## config.mk

```make
export PLATFORM = sky130hd
export DESIGN_NAME = sample_set_frame_checker_core
export DESIGN_NICKNAME = d
export VERILOG_FILES = /design/src/rtl/ssfc_pkg.sv /design/src/rtl/ssfc_hdr_check.sv /design/src/rtl/sample_set_frame_checker_core.sv
export SDC_FILE = /design/constraint.sdc
export NUM_CORES = 1
export LEC_CHECK = 0
export BUFFER_PORTS_ARGS = -buffer_cell sky130_fd_sc_hd__buf_2
export CAP_MARGIN = 20
export CORE_MARGIN = 2
export CORE_UTILIZATION = 40
export CTS_CLUSTER_SIZE = 10
export DETAILED_ROUTE_END_ITERATION = 6
export GPL_TIMING_DRIVEN = 0
export PLACE_DENSITY_LB_ADDON = 0.08
export SLEW_MARGIN = 20
export SYNTH_ARGS = -nofsm -noshare
export SYNTH_HDL_FRONTEND = slang
export SYNTH_SLANG_ARGS = --single-unit
export TNS_END_PERCENT = 5
```

## constraint.sdc

```tcl
create_clock -name clk -period 7.25 [get_ports clk]
set_clock_uncertainty 0.2 [all_clocks]
set_input_delay 1.45 -clock clk [delete_from_list [all_inputs] [get_ports clk]]
set_output_delay 1.45 -clock clk [all_outputs]
set_load 0.05 [all_outputs]
```

## src/rtl/ssfc_pkg.sv

```systemverilog
package ssfc_pkg;

  localparam int WORD_BITS   = 32;
  localparam int COUNT_BITS  = 8;
  localparam int SET_BITS    = 8;
  localparam int POS_BITS    = 9;
  localparam int SAMPLE_BITS = 9;
  localparam int MAX_SAMPLES = 255;

  localparam logic [WORD_BITS-1:0] ALL_ONES = {WORD_BITS{1'b1}};

  localparam int BIT_INDIC  = 31;
  localparam int BIT_PFLAG  = 29;
  localparam int BIT_READ   = 28;
  localparam int BIT_TEC_HI = 27;
  localparam int BIT_TEC_LO = 25;
  localparam int BIT_DOUBLE = 24;
  localparam int BIT_SINGLE = 23;

  typedef enum logic [2:0] {
    ST_OK     = 3'd0,
    ST_INDIC  = 3'd1,
    ST_PARITY = 3'd2,
    ST_READ   = 3'd3,
    ST_TEC    = 3'd4,
    ST_SINGLE = 3'd5,
    ST_DOUBLE = 3'd6
  } status_t;

  typedef logic signed [SAMPLE_BITS-1:0] sample_t;

  localparam sample_t SMP_HDR_FLAG = -9'sd2;
  localparam sample_t SMP_VERT     = -9'sd1;
  localparam sample_t SMP_HEADER   = 9'sd0;

  typedef enum logic {
    REG_SAMPLE_COUNT = 1'b0,
    REG_VERT_ENABLE  = 1'b1
  } reg_index_t;

  typedef struct packed {
    logic    err;
    status_t status;
    sample_t sample;
  } hdr_result_t;

endpackage

```

## src/rtl/ssfc_hdr_check.sv

```systemverilog
module ssfc_hdr_check (
  input  logic [ssfc_pkg::WORD_BITS-1:0] header,
  output ssfc_pkg::hdr_result_t          result
);
  import ssfc_pkg::*;

  always_comb begin
    result = '{err: 1'b1, status: ST_OK, sample: SMP_HEADER};
    priority if (!header[BIT_INDIC]) begin
      result.status = ST_INDIC;
    end else if (header[BIT_PFLAG]) begin
      result.status = ST_PARITY;
      result.sample = SMP_HDR_FLAG;
    end else if (header[BIT_READ]) begin
      result.status = ST_READ;
    end else if (|header[BIT_TEC_HI:BIT_TEC_LO]) begin
      result.status = ST_TEC;
    end else if (header[BIT_DOUBLE]) begin
      result.status = ST_DOUBLE;
    end else if (header[BIT_SINGLE]) begin
      result.status = ST_SINGLE;
    end else if (^header) begin
      result.status = ST_PARITY;
    end else begin
      result.err = 1'b0;
    end
  end

endmodule

```

## src/rtl/sample_set_frame_checker_core.sv

```systemverilog
// Channel   Signals                                     Direction
// word      word_valid word_ready word set_index        in
// result    result_valid result_ready status
//           error_set error_sample                      out
// config    psel penable pwrite paddr pwdata prdata pready
//
// One word is taken per cycle while word_ready is high; the frame state updates in the cycle the word is taken.
// A result sits in the output register from the cycle after the last word of a set.
// Words stall only while a result is held and result_ready is low.
// Reset clears the frame position and the result valid flag and sets the registers to defaults.
module sample_set_frame_checker_core (
  input  logic                           clk,
  input  logic                           rst,
  input  logic                           word_valid,
  output logic                           word_ready,
  input  logic [ssfc_pkg::WORD_BITS-1:0] word,
  input  logic [ssfc_pkg::SET_BITS-1:0]  set_index,
  output logic                           result_valid,
  input  logic                           result_ready,
  output logic [2:0]                     status,
  output logic [ssfc_pkg::SET_BITS-1:0]  error_set,
  output logic signed [8:0]              error_sample,
  input  logic                           psel,
  input  logic                           penable,
  input  logic                           pwrite,
  input  logic [2:0]                     paddr,
  input  logic [31:0]                    pwdata,
  output logic [31:0]                    prdata,
  output logic                           pready
);
  import ssfc_pkg::*;

  logic [COUNT_BITS-1:0] sample_count;
  logic                  vertical_check_enable;

  logic [POS_BITS-1:0]   position;
  logic [WORD_BITS-1:0]  vertical_accumulator;
  logic                  error_seen;
  status_t               first_status;
  sample_t               first_sample;
  logic [SET_BITS-1:0]   latched_set;

  status_t               status_reg;
  sample_t               sample_reg;

  logic                  cfg_write;
  reg_index_t            cfg_index;
  logic                  word_take;
  logic [COUNT_BITS-1:0] limit;
  logic                  at_header;
  logic                  at_last;
  logic [WORD_BITS-1:0]  acc_next;
  logic                  vert_err;
  hdr_result_t           hdr;

  ssfc_hdr_check u_hdr (
    .header(word),
    .result(hdr)
  );

  assign pready    = 1'b1;
  assign cfg_write = psel && penable && pwrite && pready;
  assign cfg_index = reg_index_t'(paddr[2]);

  always_comb begin
    unique case (cfg_index)
      REG_SAMPLE_COUNT: prdata = {{(32-COUNT_BITS){1'b0}}, sample_count};
      REG_VERT_ENABLE:  prdata = {31'd0, vertical_check_enable};
      default:          prdata = 32'd0;
    endcase
  end

  always_ff @(posedge clk) begin
    if (rst) begin
      sample_count          <= COUNT_BITS'(16);
      vertical_check_enable <= 1'b0;
    end else if (cfg_write) begin
      unique case (cfg_index)
        REG_SAMPLE_COUNT: sample_count          <= pwdata[COUNT_BITS-1:0];
        REG_VERT_ENABLE:  vertical_check_enable <= pwdata[0];
        default:          ;
      endcase
    end
  end

  assign word_ready = !result_valid || result_ready;
  assign word_take  = word_valid && word_ready;
  assign limit      = (sample_count > COUNT_BITS'(MAX_SAMPLES)) ?
                      COUNT_BITS'(MAX_SAMPLES) : sample_count;
  assign at_header  = (position == '0);
  assign at_last    = !at_header && (position > {1'b0, limit});
  assign acc_next   = vertical_accumulator ^ word;
  assign vert_err   = vertical_check_enable && (acc_next != ALL_ONES);

  always_ff @(posedge clk) begin
    if (rst) begin
      position             <= '0;
      vertical_accumulator <= '0;
      error_seen           <= 1'b0;
      first_status         <= ST_OK;
      first_sample         <= SMP_HEADER;
      latched_set          <= '0;
      result_valid         <= 1'b0;
    end else begin
      if (word_take && at_last) begin
        result_valid <= 1'b1;
      end else if (result_ready) begin
        result_valid <= 1'b0;
      end
      if (word_take) begin
        priority if (at_header) begin
          latched_set          <= set_index;
          vertical_accumulator <= word;
          error_seen           <= hdr.err;
          first_status         <= hdr.err ? hdr.status : ST_OK;
          first_sample         <= hdr.err ? hdr.sample : SMP_HEADER;
          position             <= POS_BITS'(1);
        end else if (!at_last) begin
          if (!error_seen && ^word) begin
            error_seen   <= 1'b1;
            first_status <= ST_PARITY;
            first_sample <= sample_t'(position);
          end
          vertical_accumulator <= acc_next;
          position             <= position + POS_BITS'(1);
        end else begin
          position             <= '0;
          vertical_accumulator <= '0;
          error_seen           <= 1'b0;
          first_status         <= ST_OK;
          first_sample         <= SMP_HEADER;
        end
      end
    end
  end

  always_ff @(posedge clk) begin
    if (word_take && at_last) begin
      error_set <= latched_set;
      priority if (error_seen) begin
        status_reg <= first_status;
        sample_reg <= first_sample;
      end else if (vert_err) begin
        status_reg <= ST_PARITY;
        sample_reg <= SMP_VERT;
      end else begin
        status_reg <= ST_OK;
        sample_reg <= SMP_HEADER;
      end
    end
  end

  assign status       = status_reg;
  assign error_sample = sample_reg;

  assert property (@(posedge clk) disable iff (rst)
    position <= POS_BITS'(MAX_SAMPLES + 1))
    else $error("frame position past last word");

  assert property (@(posedge clk) disable iff (rst)
    word_take && at_header |=> position == POS_BITS'(1))
    else $error("header did not advance frame");

  assert property (@(posedge clk) disable iff (rst)
    word_take && at_last |=> result_valid && position == '0)
    else $error("last word did not close the set");

  assert property (@(posedge clk) disable iff (rst)
    result_valid && status_reg == ST_OK |-> sample_reg == SMP_HEADER)
    else $error("ok result with nonzero sample");

  assert property (@(posedge clk) disable iff (rst)
    result_valid && sample_reg < 0 |-> status_reg == ST_PARITY)
    else $error("negative sample without parity status");

endmodule
```

# Yosys cells after proc, flatten, opt, wreduce, memory -nomap -nowiden
# Index checks and enable logic that the tools add are counted.
# Widths: inputs -> output; s select.
# word_totals
output_inout_bits	55
in_bits	82
reg_bits	92
# op_classes
order_cmp	2
n_eq_ne	1
n_mux	39
n_addsub	1
reduce_logical	20
bitwise	2
# ops
op	count
$mux 9	10
$mux 32	2
$pmux 32 s2	1
$mux 3	11
$ne 32x32->1 const B	1
$reduce_xor 32->1	1
$xor 32x32->32	1
$mux 1	12
$add 9x1->9 const B	1
$gt 9x8->1	1
$logic_not 9->1	1
$gt 8x8->1 const B	1
$mux 8	1
$reduce_and 2->1	4
$logic_and 1x1->1	7
$mux 2	2
$logic_not 1->1	3
$reduce_bool 3->1	1
$reduce_or 3->1	1
$reduce_bool 2->1	1
$logic_or 1x1->1	1
$not 1->1	1

# Depth between registers and ports, before layout
# depth
depth_word	10
mapped_depth	10
mapped_depth_nobuf	9

# By module
# A second synthesis with hierarchy kept.
# hier_totals
hier_cells	620
hier_area_um2	5407.7
# by_module_without_submodules
mod	area_each_um2	instances	cells_each	seq_area_each_um2
sample_set_frame_checker_core	4988.5	1	566	2042.0
ssfc_hdr_check	419.2	1	54	0.0

# Least setup slack after synthesis
# Ideal clock, no wire load.
# synth_path
path_type	in2out
startpoint	input port paddr[2]
endpoint	output port prdata[1]
arrival_ns	2.299
path_stages	2
path_slack_ns	3.301
n_path_buf	1
cell_sequence	clkbuf_1 nor2_1
# synth_via
elab_chain_cells	2
# synth_lines
item	line	text
start: declaration	sample_set_frame_checker_core.sv:26	input logic [2:0] paddr,
$not 1->1	--	
$pmux 32 s2 *	sample_set_frame_checker_core.sv:66	unique case (cfg_index)
end: declaration	sample_set_frame_checker_core.sv:28	output logic [31:0] prdata,
# Every way passes the cells marked *; elsewhere a longest branch is shown, timed or not. The select of a mux whose other input is x is not followed.

# Worst setup path in the final report
# layout_path
startpoint	input port paddr[2]
endpoint	output port prdata[0]
# The elaborated chain is that of the path after synthesis.

==> reports/qor.csv <==
stage,metric,value,unit
finish,drive_gt1_share,18.6,%
worst_setup_path,path_cells,buf_2 > clkbuf_1 > mux2_2 > buf_2,
routing,dr.pass1.iters,4,
floorplanning,core,12100,um^2
clocking,cts-htree-levels,3,
floorplanning,io_pins,137,
routing,drcViolationCount,0,
finish,antennaDiodeCount,0,
power_and_ir_drop,leakagePower,0.00229,uW
flow_run,max-cap-violations,0,
logic_synthesis,synthXorXnorAreaFrac,12.2,%
sta,fmax,244,MHz
sta,tns,0,ps
finish,multiInputGateArea,2620,um^2
worst_setup_path,max_stage_delay,390,ps
floorplanning,initial_core_util,41.2,%
worst_setup_path,arrival,2450,ps
clocking,ctsRootBufferMaster,clkbuf_16,
status,status,"finished, final reports clean",
global_route,grt_pass1_vias,4241,
finish,area_growth,19.8,%
routing,via_per_inst,5.23,
place,port_buffers,79,
logic_synthesis,synth_top_family_by_area,compound AO/OA/AOI/OAI gates,
global_route,grt_usage,19.9,%
place,dp_slack,3080,ps
logic_synthesis,avgSynthCellArea,8.56,um^2
global_route,grt_pass1_wl,20.8,mm
floorplanning,die_area,13300,um^2
routing,drt_iter0_drc,318,
logic_synthesis,synth_fa_ha_area_share,2.52,%
finish,stdcell_area,5960,um^2
place,postPlaceCellArea,5670,um^2
logic_synthesis,netlist_area,4970,um^2
logic_synthesis,synthSimpleGateAreaFrac,14.2,%
clocking,cts-buffers-inserted,9,
logic_synthesis,ys_ff_latch,92,
finish,fillers,1191,
logic_synthesis,synth.distinct_cells,40,
worst_setup_path,crit_type,in2out,
global_route,grt_max_degree,21,
clocking,cts_resized,0,
finish,largest_register_ffs,32,
sta,setup_ws,3150,ps
logic_synthesis,synthMuxAreaShare,0.830,%
sta,rsz0062_at_grt,false,
sta,setup_viol,0,
worst_setup_path,required,5600,ps
finish,final_nets,786,
logic_synthesis,synth_compound_gate_area_share,21.1,%
routing,vias,4530,
sta,slew_violations,0,
clocking,postCtsHoldBufs,0,
finish,regArea,2040,um^2
routing,routedWlPerCell,15.0,um
place,gp_congestion,0.843,
worst_setup_path,cp_common_cell,buf_2,
clocking,cts.sinks,92,
logic_synthesis,netlist_instances,581,
place,hpwl,9.46,mm
clocking,clk_latency,350,ps
worst_setup_path,critPathSlowestCell,mux2_2,
finish,largest-register,vertical_accumulator,
floorplanning,rows,40,
logic_synthesis,yosys_warnings,0,
floorplanning,dieHeight,116,um
sta,fin_crit,4100,ps
power_and_ir_drop,power_density,230,nW/um^2
floorplanning,die_x,116,um
sta,final_hold_viol_count,0,
routing,wl,13.0,mm
worst_setup_path,start_kind,primary input,
sta,slew_headroom,46.3,%
clocking,clkTransAtPathRegs,60,ps
clocking,cts_tree,done,
worst_setup_path,endpoint_kind,output port,
min_path,holdCritPathClass,reg2reg,
worst_setup_path,cp_max_fo,10,
global_route,antenna_found_initial,0,
logic_synthesis,yosysSeqAreaShare,41.1,%
routing,postRouteAntennaNets,0,
sta,period_share,56.6,%
clocking,cts-root-to-sink-buffers,2,
sta,tightestPinTransition,801,ps
global_route,globalRouteOverflowTotal,0,
clocking,post_cts_buffers,0,
power_and_ir_drop,ir_drop,129,uV
## power breakdown
group / leakage [uW] / internal (uW) / switching (uW)
Sequential: 0.000768 / 549 / 20.1
Clock: 0.000134 / 265 / 200
Combinational: 0.00138 / 123 / 214
Total: 0.00229 / 938 / 434
## logic make-up after synthesis
kind of cell             Yosys count
AO/OA/AOI/OAI                    167
AND/OR/NAND/NOR                  163
flip-flops                        92
buffers and inverters             74
XOR/XNOR                          69
adder cells (fa/ha/maj)           10
multiplexers                       4
other                              2
## worst paths after layout
check | startpoint | end | slack [ps] | cells after the start
setup / recovery | paddr[2] | prdata[0] | 3150 | 4
hold / removal | latched_set[7] | error_set[7] | 220 | 0
setup reg to reg | position[2] | status[1] | 3660 | 8
hold reg to reg | latched_set[7] | error_set[7] | 220 | 0
## cells in the final DEF (no fill, tap or decap), drive strengths merged, types with 11 or more instances in the layout
cell type  netlist  routed
conb             2      25
nor4            11      11
o21ai           72      72
buf             32     111
nand2           66      66
a21oi           34      34
xnor2           62      62
dfxtp           72      72
edfxtp          20      20
inv             13      13
a32oi           32      32
nor2            57      57
clkbuf          29      38
## routing by layer
layer	up-vias	track usage, %	wire length, um
met2	157	33.2	6190
met5	-	0	0
li1	2243	-	-
met3	24	3.24	726
met1	2106	25.3	5720
met4	0	9.16	336
## synth_stat cells
library cell / instances / area share, %
o31ai_1: 8 / 1.2
nand2b_1: 2 / 0.25
or2_2: 1 / 0.13
o21a_1: 1 / 0.15
a21oi_1: 34 / 3.4
o2111ai_1: 8 / 1.4
nand3_1: 7 / 0.70
and3_1: 2 / 0.25
xor2_1: 7 / 1.2
nor2_1: 57 / 4.3
o21ai_1: 3 / 0.30
a21boi_0: 1 / 0.15
a32o_1: 1 / 0.20
and2_1: 3 / 0.38
dfxtp_1: 72 / 29
buf_6: 1 / 0.23
a31o_2: 1 / 0.18
conb_1: 2 / 0.15
a21o_1: 3 / 0.45
nand2_2: 1 / 0.13
inv_1: 13 / 0.98
nand4_1: 7 / 0.88
edfxtp_1: 20 / 12
nor3_1: 3 / 0.30
buf_4: 30 / 4.5
nor4_1: 11 / 1.4
clkbuf_1: 29 / 2.2
buf_2: 1 / 0.10
mux2_2: 1 / 0.23
mux2i_1: 3 / 0.60
o211ai_1: 4 / 0.60
xnor2_1: 62 / 11
or3_1: 2 / 0.25
a32oi_1: 32 / 5.6
nor2b_1: 1 / 0.13
ha_1: 10 / 2.5
nor4b_1: 1 / 0.18
o21ai_0: 69 / 6.9
o2111a_1: 2 / 0.45
nand2_1: 65 / 4.9
## stage by stage
stage	util (%)	power, uW	hold WS (ps)	std cells
final	49.4	1370	223	866
after global routing	49.4	1440	241	866
after CTS	49.4	1390	228	866
after detailed placement	47.0	916	215	851
after global placement	47.0	911	213	851
after floorplan	-	825	208	604
## worst max-delay path, delay by kind of cell
kind | cells | cell delay [ps]
buffers and inverters | 3 | 610
multiplexers | 1 | 390
## layout make-up
class	instances	area share (%)
Multi-Input combinational cell	438	44.0
Buffer	61	5.88
Clock buffer	9	3.78
Inverter	13	0.819
Timing Repair Buffer	79	6.64
Sequential cell	92	34.3
Tap cell	168	3.53
Clock inverter	6	1.11
(Power assumes the default switching activity.)
